**src/hw/rtl/sldf_pkg.sv**
```systemverilog
package sldf_pkg;

    // framing bytes and lengths
    localparam logic [7:0] SYNC_BYTE = 8'hFF;
    localparam logic [7:0] END_BYTE  = 8'hFE;
    localparam logic [7:0] LEN_D     = 8'd21;
    localparam logic [7:0] LEN_S     = 8'd18;
    localparam logic [7:0] TYPE_D    = 8'h44;
    localparam logic [7:0] TYPE_S    = 8'h53;

    // index of the final payload byte for each frame kind
    localparam logic [3:0] LAST_IDX_D = 4'd15;
    localparam logic [3:0] LAST_IDX_S = 4'd12;

    typedef enum logic [1:0] {
        PH_HUNT    = 2'd0,
        PH_SYNC    = 2'd1,
        PH_COLLECT = 2'd2
    } phase_t;

    typedef enum logic [1:0] {
        OC_PAYLOAD  = 2'd0,
        OC_BAD_SUM  = 2'd1,
        OC_MISMATCH = 2'd2
    } outcome_t;

    // one finished frame waiting for the back end
    typedef struct packed {
        outcome_t   outcome;
        logic       kind;
        logic [3:0] last_idx;
    } frame_desc_t;

    // payload write from the front end into the buffer banks
    typedef struct packed {
        logic       en;
        logic       bank;
        logic [3:0] idx;
        logic [7:0] data;
    } pay_wr_t;

endpackage

```
**src/hw/rtl/sync_length_checksum_deframer.sv**
```systemverilog
// Deframer for a serial link: one received byte per input word.
// Input channel: in_valid / in_ready with rx_byte. The block hunts for the
// sync byte 0xFF, takes a length byte (21 or 18), then type, payload,
// checksum and end byte 0xFE.
// Output channel: out_valid / out_ready with outcome, frame_kind, byte_index,
// payload_byte and last. A good frame gives 16 ('D') or 13 ('S') payload
// words, the final one with last set; a bad frame gives one reject word.
// Throughput: one input byte per cycle while in_ready is high, one output word per cycle while out_ready is high.
// The first word of a frame is presented after the end byte is accepted:
// the queue takes the frame on the accepting edge, then the registered buffer
// read loads the output word once the output register is free or being taken.
// Finished frames wait in a two-entry queue, each entry owning one payload
// bank; in_ready drops only while both entries are occupied, so a stalled
// receiver holds the input back once two frames are pending.
// Reset empties the queue, clears the output valid and restarts the hunt;
// the payload banks are not cleared.
module sync_length_checksum_deframer
#(
    parameter int PAYLOAD_DEPTH = 16
)
(
    input  logic       clk,
    input  logic       rst_n,
    input  logic       in_valid,
    output logic       in_ready,
    input  logic [7:0] rx_byte,
    output logic       out_valid,
    input  logic       out_ready,
    output logic [1:0] outcome,
    output logic       frame_kind,
    output logic [3:0] byte_index,
    output logic [7:0] payload_byte,
    output logic       last
);

    logic                  accept;
    logic                  push;
    logic                  pop;
    logic                  full;
    logic                  empty;
    logic                  wr_ptr;
    logic                  rd_ptr;
    sldf_pkg::frame_desc_t push_desc;
    sldf_pkg::frame_desc_t head;
    sldf_pkg::pay_wr_t     pay_wr;

    assign in_ready = !full;
    assign accept   = in_valid && !full;

    // parser front end
    sldf_front u_front
    (
        .clk       (clk),
        .rst_n     (rst_n),
        .accept    (accept),
        .rx_byte   (rx_byte),
        .wr_bank   (wr_ptr),
        .push      (push),
        .push_desc (push_desc),
        .pay_wr    (pay_wr)
    );

    // frame queue
    sldf_queue u_queue
    (
        .clk       (clk),
        .rst_n     (rst_n),
        .push      (push),
        .push_desc (push_desc),
        .pop       (pop),
        .full      (full),
        .empty     (empty),
        .wr_ptr    (wr_ptr),
        .rd_ptr    (rd_ptr),
        .head      (head)
    );

    // payload buffer and output stage
    sldf_back #(.PAYLOAD_DEPTH(PAYLOAD_DEPTH)) u_back
    (
        .clk          (clk),
        .rst_n        (rst_n),
        .pay_wr       (pay_wr),
        .empty        (empty),
        .rd_ptr       (rd_ptr),
        .head         (head),
        .pop          (pop),
        .out_valid    (out_valid),
        .out_ready    (out_ready),
        .outcome      (outcome),
        .frame_kind   (frame_kind),
        .byte_index   (byte_index),
        .payload_byte (payload_byte),
        .last         (last)
    );

endmodule

```
**src/hw/rtl/sldf_front.sv**
```systemverilog
module sldf_front
(
    input  logic                clk,
    input  logic                rst_n,
    input  logic                accept,
    input  logic [7:0]          rx_byte,
    input  logic                wr_bank,
    output logic                push,
    output sldf_pkg::frame_desc_t push_desc,
    output sldf_pkg::pay_wr_t   pay_wr
);

    sldf_pkg::phase_t phase_reg, phase_next;
    logic [4:0] bytes_seen_reg, bytes_seen_next;
    logic [4:0] frame_length_reg, frame_length_next;
    logic [7:0] type_byte_reg, type_byte_next;
    logic [7:0] running_sum_reg, running_sum_next;
    logic [7:0] received_check_reg, received_check_next;

    logic [5:0] pos_plus2;
    logic [5:0] len_ext;
    logic [4:0] pay_pos;
    logic       sum_ok;
    logic       len_is_s;
    logic       type_match;

    // state registers
    always_ff @(posedge clk or negedge rst_n)
    begin
        if (!rst_n)
        begin
            phase_reg          <= sldf_pkg::PH_HUNT;
            bytes_seen_reg     <= '0;
            frame_length_reg   <= '0;
            type_byte_reg      <= '0;
            running_sum_reg    <= '0;
            received_check_reg <= '0;
        end
        else
        begin
            phase_reg          <= phase_next;
            bytes_seen_reg     <= bytes_seen_next;
            frame_length_reg   <= frame_length_next;
            type_byte_reg      <= type_byte_next;
            running_sum_reg    <= running_sum_next;
            received_check_reg <= received_check_next;
        end
    end

    // position compares within the frame
    assign pos_plus2 = {1'b0, bytes_seen_reg} + 6'd2;
    assign len_ext   = {1'b0, frame_length_reg};
    assign pay_pos   = bytes_seen_reg - 5'd3;
    assign len_is_s  = (frame_length_reg == sldf_pkg::LEN_S[4:0]);
    assign sum_ok    = (rx_byte == sldf_pkg::END_BYTE) &&
                       (running_sum_reg == received_check_reg);
    assign type_match = ((type_byte_reg == sldf_pkg::TYPE_D) &&
                         (frame_length_reg == sldf_pkg::LEN_D[4:0])) ||
                        ((type_byte_reg == sldf_pkg::TYPE_S) && len_is_s);

    // next state and frame classification
    always_comb
    begin
        phase_next          = phase_reg;
        bytes_seen_next     = bytes_seen_reg;
        frame_length_next   = frame_length_reg;
        type_byte_next      = type_byte_reg;
        running_sum_next    = running_sum_reg;
        received_check_next = received_check_reg;
        push                = 1'b0;
        push_desc.outcome   = sldf_pkg::OC_PAYLOAD;
        push_desc.kind      = len_is_s;
        push_desc.last_idx  = len_is_s ? sldf_pkg::LAST_IDX_S : sldf_pkg::LAST_IDX_D;
        pay_wr.en           = 1'b0;
        pay_wr.bank         = wr_bank;
        pay_wr.idx          = pay_pos[3:0];
        pay_wr.data         = rx_byte;

        if (accept)
        begin
            case (phase_reg)
                sldf_pkg::PH_SYNC:
                begin
                    if (rx_byte == sldf_pkg::LEN_D || rx_byte == sldf_pkg::LEN_S)
                    begin
                        frame_length_next = rx_byte[4:0];
                        running_sum_next  = rx_byte;
                        bytes_seen_next   = 5'd2;
                        phase_next        = sldf_pkg::PH_COLLECT;
                    end
                    else if (rx_byte != sldf_pkg::SYNC_BYTE)
                    begin
                        phase_next = sldf_pkg::PH_HUNT;
                    end
                end
                sldf_pkg::PH_COLLECT:
                begin
                    bytes_seen_next = bytes_seen_reg + 5'd1;
                    if (bytes_seen_reg == 5'd2)
                    begin
                        type_byte_next   = rx_byte;
                        running_sum_next = running_sum_reg + rx_byte;
                    end
                    else if (pos_plus2 < len_ext)
                    begin
                        pay_wr.en        = 1'b1;
                        running_sum_next = running_sum_reg + rx_byte;
                    end
                    else if (pos_plus2 == len_ext)
                    begin
                        received_check_next = rx_byte;
                    end
                    else
                    begin
                        // end byte: hand the frame to the back end
                        push            = 1'b1;
                        phase_next      = sldf_pkg::PH_HUNT;
                        bytes_seen_next = '0;
                        if (!sum_ok)
                            push_desc.outcome = sldf_pkg::OC_BAD_SUM;
                        else if (!type_match)
                            push_desc.outcome = sldf_pkg::OC_MISMATCH;
                    end
                end
                default:
                begin
                    phase_next = (rx_byte == sldf_pkg::SYNC_BYTE) ?
                                 sldf_pkg::PH_SYNC : sldf_pkg::PH_HUNT;
                end
            endcase
        end
    end

endmodule

```
**src/hw/rtl/sldf_queue.sv**
```systemverilog
module sldf_queue
(
    input  logic                  clk,
    input  logic                  rst_n,
    input  logic                  push,
    input  sldf_pkg::frame_desc_t push_desc,
    input  logic                  pop,
    output logic                  full,
    output logic                  empty,
    output logic                  wr_ptr,
    output logic                  rd_ptr,
    output sldf_pkg::frame_desc_t head
);

    // two entries, each owning one payload bank
    sldf_pkg::frame_desc_t entry_reg [2];
    logic       wr_ptr_reg;
    logic       rd_ptr_reg;
    logic [1:0] count_reg;

    // pointers and fill count
    always_ff @(posedge clk or negedge rst_n)
    begin
        if (!rst_n)
        begin
            wr_ptr_reg <= 1'b0;
            rd_ptr_reg <= 1'b0;
            count_reg  <= '0;
        end
        else
        begin
            if (push)
                wr_ptr_reg <= ~wr_ptr_reg;
            if (pop)
                rd_ptr_reg <= ~rd_ptr_reg;
            if (push && !pop)
                count_reg <= count_reg + 2'd1;
            else if (pop && !push)
                count_reg <= count_reg - 2'd1;
        end
    end

    // descriptor storage
    always_ff @(posedge clk)
    begin
        if (push)
            entry_reg[wr_ptr_reg] <= push_desc;
    end

    assign full   = count_reg[1];
    assign empty  = (count_reg == 2'd0);
    assign wr_ptr = wr_ptr_reg;
    assign rd_ptr = rd_ptr_reg;
    assign head   = entry_reg[rd_ptr_reg];

endmodule

```
**src/hw/rtl/sldf_back.sv**
```systemverilog
module sldf_back
#(
    parameter int PAYLOAD_DEPTH = 16
)
(
    input  logic                  clk,
    input  logic                  rst_n,
    input  sldf_pkg::pay_wr_t     pay_wr,
    input  logic                  empty,
    input  logic                  rd_ptr,
    input  sldf_pkg::frame_desc_t head,
    output logic                  pop,
    output logic                  out_valid,
    input  logic                  out_ready,
    output logic [1:0]            outcome,
    output logic                  frame_kind,
    output logic [3:0]            byte_index,
    output logic [7:0]            payload_byte,
    output logic                  last
);

    localparam int MEM_DEPTH = 2 * PAYLOAD_DEPTH;
    localparam int AW        = $clog2(MEM_DEPTH);

    // two payload banks
    logic [7:0] mem [MEM_DEPTH];

    logic [3:0]    idx_reg;
    logic          valid_reg;
    sldf_pkg::outcome_t outcome_reg;
    logic          kind_reg;
    logic [3:0]    index_reg;
    logic          last_reg;
    logic [7:0]    rd_data_reg;

    logic          load;
    logic          load_last;
    logic [AW-1:0] wr_addr;
    logic [AW-1:0] rd_addr;

    assign wr_addr = AW'(pay_wr.idx) + (pay_wr.bank ? AW'(PAYLOAD_DEPTH) : AW'(0));
    assign rd_addr = AW'(idx_reg) + (rd_ptr ? AW'(PAYLOAD_DEPTH) : AW'(0));

    // load the output register while a frame is queued and the register is free or being taken
    assign load      = !empty && (!valid_reg || out_ready);
    assign load_last = (head.outcome != sldf_pkg::OC_PAYLOAD) ||
                       (idx_reg == head.last_idx);
    assign pop       = load && load_last;

    // buffer write and registered read
    always_ff @(posedge clk)
    begin
        if (pay_wr.en)
            mem[wr_addr] <= pay_wr.data;
        if (load)
            rd_data_reg <= mem[rd_addr];
    end

    // output word control
    always_ff @(posedge clk or negedge rst_n)
    begin
        if (!rst_n)
        begin
            valid_reg <= 1'b0;
            idx_reg   <= '0;
        end
        else
        begin
            if (load)
                valid_reg <= 1'b1;
            else if (out_ready)
                valid_reg <= 1'b0;
            if (load)
                idx_reg <= load_last ? 4'd0 : idx_reg + 4'd1;
        end
    end

    // output word fields
    always_ff @(posedge clk)
    begin
        if (load)
        begin
            outcome_reg <= head.outcome;
            kind_reg    <= head.kind;
            index_reg   <= (head.outcome == sldf_pkg::OC_PAYLOAD) ? idx_reg : 4'd0;
            last_reg    <= load_last;
        end
    end

    assign out_valid    = valid_reg;
    assign outcome      = outcome_reg;
    assign frame_kind   = kind_reg;
    assign byte_index   = index_reg;
    assign payload_byte = (outcome_reg == sldf_pkg::OC_PAYLOAD) ? rd_data_reg : 8'd0;
    assign last         = last_reg;

endmodule
```
**config.mk**
```make
export PLATFORM = sky130hd
export DESIGN_NAME = sync_length_checksum_deframer
export DESIGN_NICKNAME = d
export VERILOG_FILES = /design/src/hw/rtl/sldf_pkg.sv /design/src/hw/rtl/sync_length_checksum_deframer.sv /design/src/hw/rtl/sldf_front.sv /design/src/hw/rtl/sldf_queue.sv /design/src/hw/rtl/sldf_back.sv
export SDC_FILE = /design/constraint.sdc
export NUM_CORES = 1
export LEC_CHECK = 0
export ABC_AREA = 1
export BUFFER_PORTS_ARGS = -buffer_cell sky130_fd_sc_hd__clkbuf_2
export CAP_MARGIN = 20
export CORE_ASPECT_RATIO = 0.75
export CORE_MARGIN = 2
export CORE_UTILIZATION = 47
export CTS_CLUSTER_SIZE = 12
export DETAILED_ROUTE_END_ITERATION = 10
export PLACE_DENSITY = 0.75
export SYNTH_ARGS = -nofsm -noshare
export SYNTH_HDL_FRONTEND = slang
export SYNTH_SLANG_ARGS = --single-unit
```
**constraint.sdc**
```tcl
create_clock -name clk -period 7.7 [get_ports clk]
set_clock_uncertainty 0.2 [all_clocks]
set_input_delay 1.54 -clock clk [delete_from_list [all_inputs] [get_ports clk]]
set_output_delay 1.54 -clock clk [all_outputs]
set_load 0.02 [all_outputs]
```
---- After elaboration in Yosys (flattened, before gate mapping) ----
Memory sizes are Yosys's and may differ from the RTL's. A register that Yosys moved wholly into a read port is not among the register bits.
Cells that the tools add are included.
word-level totals
  flip-flop bits (word level) ............. 53
  bits in latches ......................... 0
  bits in writable memories ............... 266
  memory bits (read-only) ................. 0
  bits of input ports ..................... 12
  output and inout bits ................... 18
  logic and storage cells ................. 127
  memories ................................ 2
operators by class
  add/subtract/negate cells ............... 9
  multiply operators ...................... 0
  div/mod/pow operators ................... 0
  $lt $le $gt $ge ......................... 1
  eq/ne operators ......................... 21
  shift-type cells ........................ 0
  mux-type cells .......................... 45
  bitwise logic cells ..................... 4
  reduce and logical (&&, ||, !) cells .... 30
memories
  memory             depth  width  read ports  clocked after memory_dff  write ports  line              text
  u_back.mem         32     8      1           1                         1            sldf_back.sv:26   logic [7:0] mem [MEM_DEPTH];
  u_queue.entry_reg  2      5      1           0                         1            sldf_queue.sv:16  sldf_pkg::frame_desc_t entry_reg [2];
operator list
  cell                   number
  $mux W8                4
  $mux W2                15
  $mux W5                6
  $eq A8 B5 Y1 const B   2
  $eq A8 B7 Y1 const B   2
  $eq A8 B8 Y1 const B   2
  $mux W1                16
  $pmux W8 S2            1
  $add A4 B5 Y5          2
  $eq A5 B5 Y1 const B   2
  $pmux W5 S2            1
  $reduce_and A5 Y1      2
  $reduce_and A3 Y1      3
  $add A8 B8 Y8          1
  $eq A8 B8 Y1           1
  $logic_and A1 B1 Y1    8
  $ne A8 B8 Y1 const B   1
  $reduce_bool A2 Y1     4
  $add A5 B2 Y6 const B  1
  $eq A6 B5 Y1           1
  $logic_not A2 Y1       3
  $lt A6 B5 Y1           1
  $ne A2 B2 Y1 const B   3
  $ne A3 B1 Y1 const B   2
  16 further kinds       26

---- Logic depth before layout (Yosys ltp) ----
  depth after elaboration ................. 11
  mapped depth ............................ 17
  mapped depth without buffers ............ 16

---- Hierarchy ----
From an unflattened synthesis, not the netlist that was laid out.
second synthesis, totals
  cell total of the unflattened synthesis .. 1,409
  area total of the unflattened synthesis .. 14,900.5 µm²
by module, submodules not included
  module                         instances  cells an instance  area each (µm²)  sequential area each (µm²)
  sldf_back                      1          985                11,423.5         8,293.0
  sldf_front                     1          375                2,723.9          900.9
  sldf_queue                     1          46                 739.5            520.5
  sync_length_checksum_deframer  1          3                  13.8             0.0

---- Least setup slack after synthesis ----
Ideal clock, no wire load.
  path kind ............................... input port to flip-flop
  from .................................... input out_ready
  to ...................................... register u_queue.count_reg[1]
  setup time .............................. 0.131 ns
  arrival time ............................ 3.024 ns
  data required time ...................... 7.369 ns
  setup slack ............................. 4.345 ns
  stages on the path ...................... 9
  buffers on the path ..................... 0
  cell sequence ........................... inv_1 -> nand2_1 -> o21ai_0 -> inv_1 -> nand2_1 -> ha_1 -> a21oi_1 -> o21ai_0 -> xor2_1
between the ends
  longest elaborated chain between the ends .. 6
  elaborated cells on any way between the ends .. 8
  those cells by class .................... mux (1); reduce/logical (7)
RTL lines
  element                                               line                                 text
  start, declared                                       sync_length_checksum_deframer.sv:28  input logic out_ready,
  $logic_or A1 B1 Y1 *                                  sldf_back.sv:45                      assign load = !empty && (!valid_reg || out_ready);
  $logic_and A1 B1 Y1 *                                 sldf_back.sv:45
  named net u_back.load                                 sldf_back.sv:36                      logic load;
  $logic_and A1 B1 Y1 *                                 sldf_back.sv:48                      assign pop = load && load_last;
  $logic_not A1 Y1                                      sldf_queue.sv:36                     if (push && !pop)
  $logic_and A1 B1 Y1                                   sldf_queue.sv:36
  $mux W2 / $reduce_bool A2 Y1 (equally long branches)  n/a
  end signal, assigned                                  sldf_queue.sv:37                     count_reg <= count_reg + 2'd1;
  end signal, assigned                                  sldf_queue.sv:39                     count_reg <= count_reg - 2'd1;
  end, declared                                         sldf_queue.sv:19                     logic [1:0] count_reg;
Mark *: on every way through the listed nets, which the timed path passes. The rest lies on a longest branch.
A chain may end at the register's enable or synchronous reset.

---- Final worst setup path ----
  from .................................... register u_front.bytes_seen_reg[1]
  to ...................................... memory u_back.mem[19][2], enable pin
between the ends
  longest elaborated chain between the ends .. 8
  elaborated cells on any way between the ends .. 11
  those cells by class .................... add/sub (3); order compare (1); eq/ne (1); mux (6)
RTL lines
  element                        line               text
  start, declared                sldf_front.sv:14   logic [4:0] bytes_seen_reg, bytes_seen_next;
  start signal, assigned         sldf_front.sv:42   bytes_seen_reg <= bytes_seen_next;
  $add A5 B2 Y6                  sldf_front.sv:51   assign pos_plus2 = {1'b0, bytes_seen_reg} + 6'd2;
  $lt A6 B5 Y1                   sldf_front.sv:104  else if (pos_plus2 < len_ext)
  $mux W1                        sldf_front.sv:104
  $mux W1                        sldf_front.sv:99   if (bytes_seen_reg == 5'd2)
  $mux W1                        sldf_front.sv:81   case (phase_reg)
  $mux W1                        sldf_front.sv:79   if (accept)
  $mux W1                        sldf_back.sv:53    if (pay_wr.en)
  $mux W1 (implied by the code)  sldf_back.sv:54    mem[wr_addr] <= pay_wr.data;
  end, declared                  sldf_back.sv:26
Parallel ways exist; a longest one is shown, timed or not.

==> summary.md <==
| Metric | Value |
|---|---|
| Post-CTS Hold Fix Bufs | 0 |
| Crit start category | flop |
| Worst setup startpoint | u_front.bytes_seen_reg[1] |
| Net Count, Synth | about 1400 |
| Critical Path AT | 3.49 ns |
| CTS H-Tree Depth | 1 |
| Drt first-iter violations | approximately 1200 |
| Sequential area share after synthesis | between 60% and 70% |
| Core Rows | 54 |
| Clk sinks | roughly 330 |
| Tightest Hold Check Type | flop to flop |
| Final Util | 52.8% |
| CTS tree | done |
| Max reg flops | 256 |
| Sw power | about 1.6 mW |
| Cells after synthesis | ~1300 |
| Ports | 30 |
| Vias in the first global route | between 8000 and 9000 |
| Critical-path maximum fanout | 8 |
| Die area | approximately 32000 um2 |
| Initial antenna violation count | 0 |
| Area grow syn2layout | 9.36% |
| Post-Syn Area | 14200 um2 |
| Biggest register | u_back.mem |
| # port buffers | 29 |
| Reg area | about 9500 um2 |
| Hold path start | u_front.type_byte_reg[5] |
| Worst-margin pin slew | 1.03 ns |
| Reg power frac | 43.1% |
| Setup Crit Path Kind | flop to flop |
| Vias | 9582 |
| Final Instance Area | roughly 15000 um2 |
| Clk buf depth | 3 |
| Filler instances | between 2000 and 3000 |
| Post-layout instance count excluding filler cells | 1752 |
| Fin Setup TNS | 0 ns |
| Syn Area/Cell | approximately 11 um2 |
| Commonest non-fill, non-tap cell in the layout | edfxtp_1 |
| Endpoints failing hold | 0 |
| Starting Density | 48.3% |
| Core area | between 20000 and 30000 um2 |
| Die W | a little over 200 um |
| Overall Global Routing Usage | roughly 21% |
| Netlist cell types | 36 |
| Fin nets | ~1400 |
| Clock root buffer | clkbuf_16 |
| Largest net degree at the start of global routing | 85 |
| DR DRC count | 0 |
| Post-placement cell area | 14600 um2 |
| Inserted Clock Buffers | 31 |
| Worst endpoint required time | around 7.7 ns |
| Slew HR | 31.5% |
| Achievable frequency | 286 MHz |
| WL final | approximately 33 mm |
| Worst skew pair latency | 0.57 ns |
| Drt first pass iters | 5 |
| Final antenna-violating net count | 0 |
| Shortest period the worst path allows | approximately 3.5 ns |
| Leakage | slightly below 6 nW |
| RePlAce Congestion | between 0.8 and 0.9 |
| Die height | 154 um |
| Post-CTS Resized | 0 |
| RSZ-0062 raised after global routing | no |
| Final period utilization | between 40% and 50% |
| Share of cells above drive strength 1 | about 7% |
| GR Overflow Total | 0 |
| CTS clock-pin slew for the worst setup and hold paths | 0.06 ns |
| Status | finished clean |
| Setup violators final | 0 |
| Wire per inst | 18.6 um |
| Wire length of the first global-routing pass | just over 50 mm |
| Max VDD drop | about 0.00020 V |
| Clock power share | just under 30% |
| Placed Cells | between 1500 and 2000 |
| Max-slew violation count | 0 |
| Power per Cell Area | about 310 nW/um2 |
| Combinational share of power | between 20 and 30% |
| Sw frac | 34.3% |
| Diodes inserted | 0 |
| Hpwl dp | about 20 mm |
| Commonest cells after routing, fill and taps aside | edfxtp_1 (280), nor2_1 (264), nand2_1 (206) |
| CP Capture Type | flop |
| Maxcap violations | 0 |
| Post-CTS Setup Inserts | 0 |
| Internal | roughly 3.1 mW |
| Vias/cell | approximately 5.5 |
| #FFs+latches synth | around 330 |
| RR Startpoint | u_front.bytes_seen_reg[1] |
| Synthesis warning total | 0 |
| Multi-input logic area | 3930 um2 |
[final cells by class]
type	instances	share of cell area (%)
multi-input cells	835	25.4
flip-flops and latches	325	61.6
clock inverters	1	0.0566
clock buffers	57	5.85
well taps	392	3.17
inverters	105	2.58
repair buffers	37	1.33
[stage by stage]
| stage | power [mW] | setup slack [ns] | hold slack, ns |
|---|---|---|---|
| global route | 5.03 | 3.96 | 0.337 |
| detailed placement | 3.40 | 3.83 | 0.274 |
| global placement | 3.38 | 3.89 | 0.271 |
| finish | 4.79 | 4.21 | 0.287 |
| floorplan | 3.02 | 4.35 | 0.250 |
| CTS | 4.80 | 4.19 | 0.289 |
[metal layers]
| layer | wire, um | share of wire, % | GRT usage [%] |
|---|---|---|---|
| met1 | 14500 | 45 | 31.5 |
| met2 | 14000 | 43 | 30.6 |
| met3 | 3270 | 10 | 4.02 |
| met4 | 773 | 2.4 | 5.45 |
| met5 | 0 | 0 | 0 |
[cells in the mapped netlist]
cell | n | area (um2)
o21ai_2 | 1 | 8.76
or2_0 | 1 | 6.26
buf_6 | 7 | 78.8
nand2_2 | 6 | 37.5
nand3b_1 | 2 | 15.0
buf_1 | 4 | 15.0
xor2_1 | 8 | 70.1
inv_2 | 5 | 18.8
nand2_4 | 1 | 11.3
a31o_2 | 1 | 8.76
o21ai_1 | 39 | 195
dfrtp_1 | 45 | 1130
clkbuf_2 | 2 | 10.0
nor2_4 | 1 | 11.3
nand3_2 | 1 | 10.0
edfxtp_1 | 280 | 8410
o21ai_0 | 131 | 656
nand4_1 | 10 | 62.6
clkbuf_1 | 11 | 41.3
nor2_1 | 264 | 991
buf_2 | 19 | 95.1
nor3_1 | 19 | 95.1
buf_4 | 6 | 45.0
xnor2_1 | 4 | 35.0
o22ai_1 | 18 | 113
nand3_1 | 79 | 395
nor2_2 | 4 | 25.0
a21oi_1 | 10 | 50.1
or2_2 | 2 | 12.5
fa_1 | 1 | 20.0
nand4_4 | 1 | 21.3
inv_4 | 2 | 12.5
nand2_1 | 206 | 773
inv_1 | 98 | 368
a21oi_2 | 1 | 8.76
ha_1 | 24 | 300
[critical path: stages, from the launching register on]
cell	delay [ns]
dfrtp_1	0.47
ha_1	0.29
xor2_1	0.17
ha_1	0.32
nand2_1	0.06
nand2_1	0.04
nand3_1	0.06
nand2_1	0.05
inv_1	0.09
nand2_2	0.10
nor2_2	0.17
nand2_1	0.38
nor2_1	0.72
[final timing paths]
| check | end | slack, ns | cells past startpoint |
|---|---|---|---|
| max | u_back.mem[19][2] | 4.21 | 12 |
| min reg2reg | u_front.type_byte_reg[5] | 0.29 | 2 |
| min in group asynchronous | u_front.received_check_reg[6] | 0.86 | 2 |
| max reg2reg | u_back.mem[19][2] | 4.21 | 12 |
| max in group asynchronous | u_back.idx_reg[0] | 6.00 | 2 |
| min | u_front.type_byte_reg[5] | 0.29 | 2 |
[kinds of logic (layout without fill, tap and decap cells)]
kind of cell | after synthesis | in the layout | synth area share (%)
AO/OA/AOI/OAI | 201 | 201 | 7.35
XOR/XNOR | 12 | 12 | 0.743
adder cells (fa/ha/maj) | 25 | 25 | 2.26
buffers and inverters | 154 | 200 | 4.84
flip-flops | 325 | 325 | 67.4
AND/OR/NAND/NOR | 597 | 597 | 17.4
[power groups by stage]
stage	Clock [mW]	Combinational, mW	Sequential, mW
floorplan	0	0.925	2.10
global placement	0	1.28	2.10
detailed placement	0	1.30	2.10
CTS	1.43	1.31	2.06
global route	1.49	1.46	2.07
finish	1.41	1.32	2.06
Note: power is estimated with default switching activity, not from simulation.
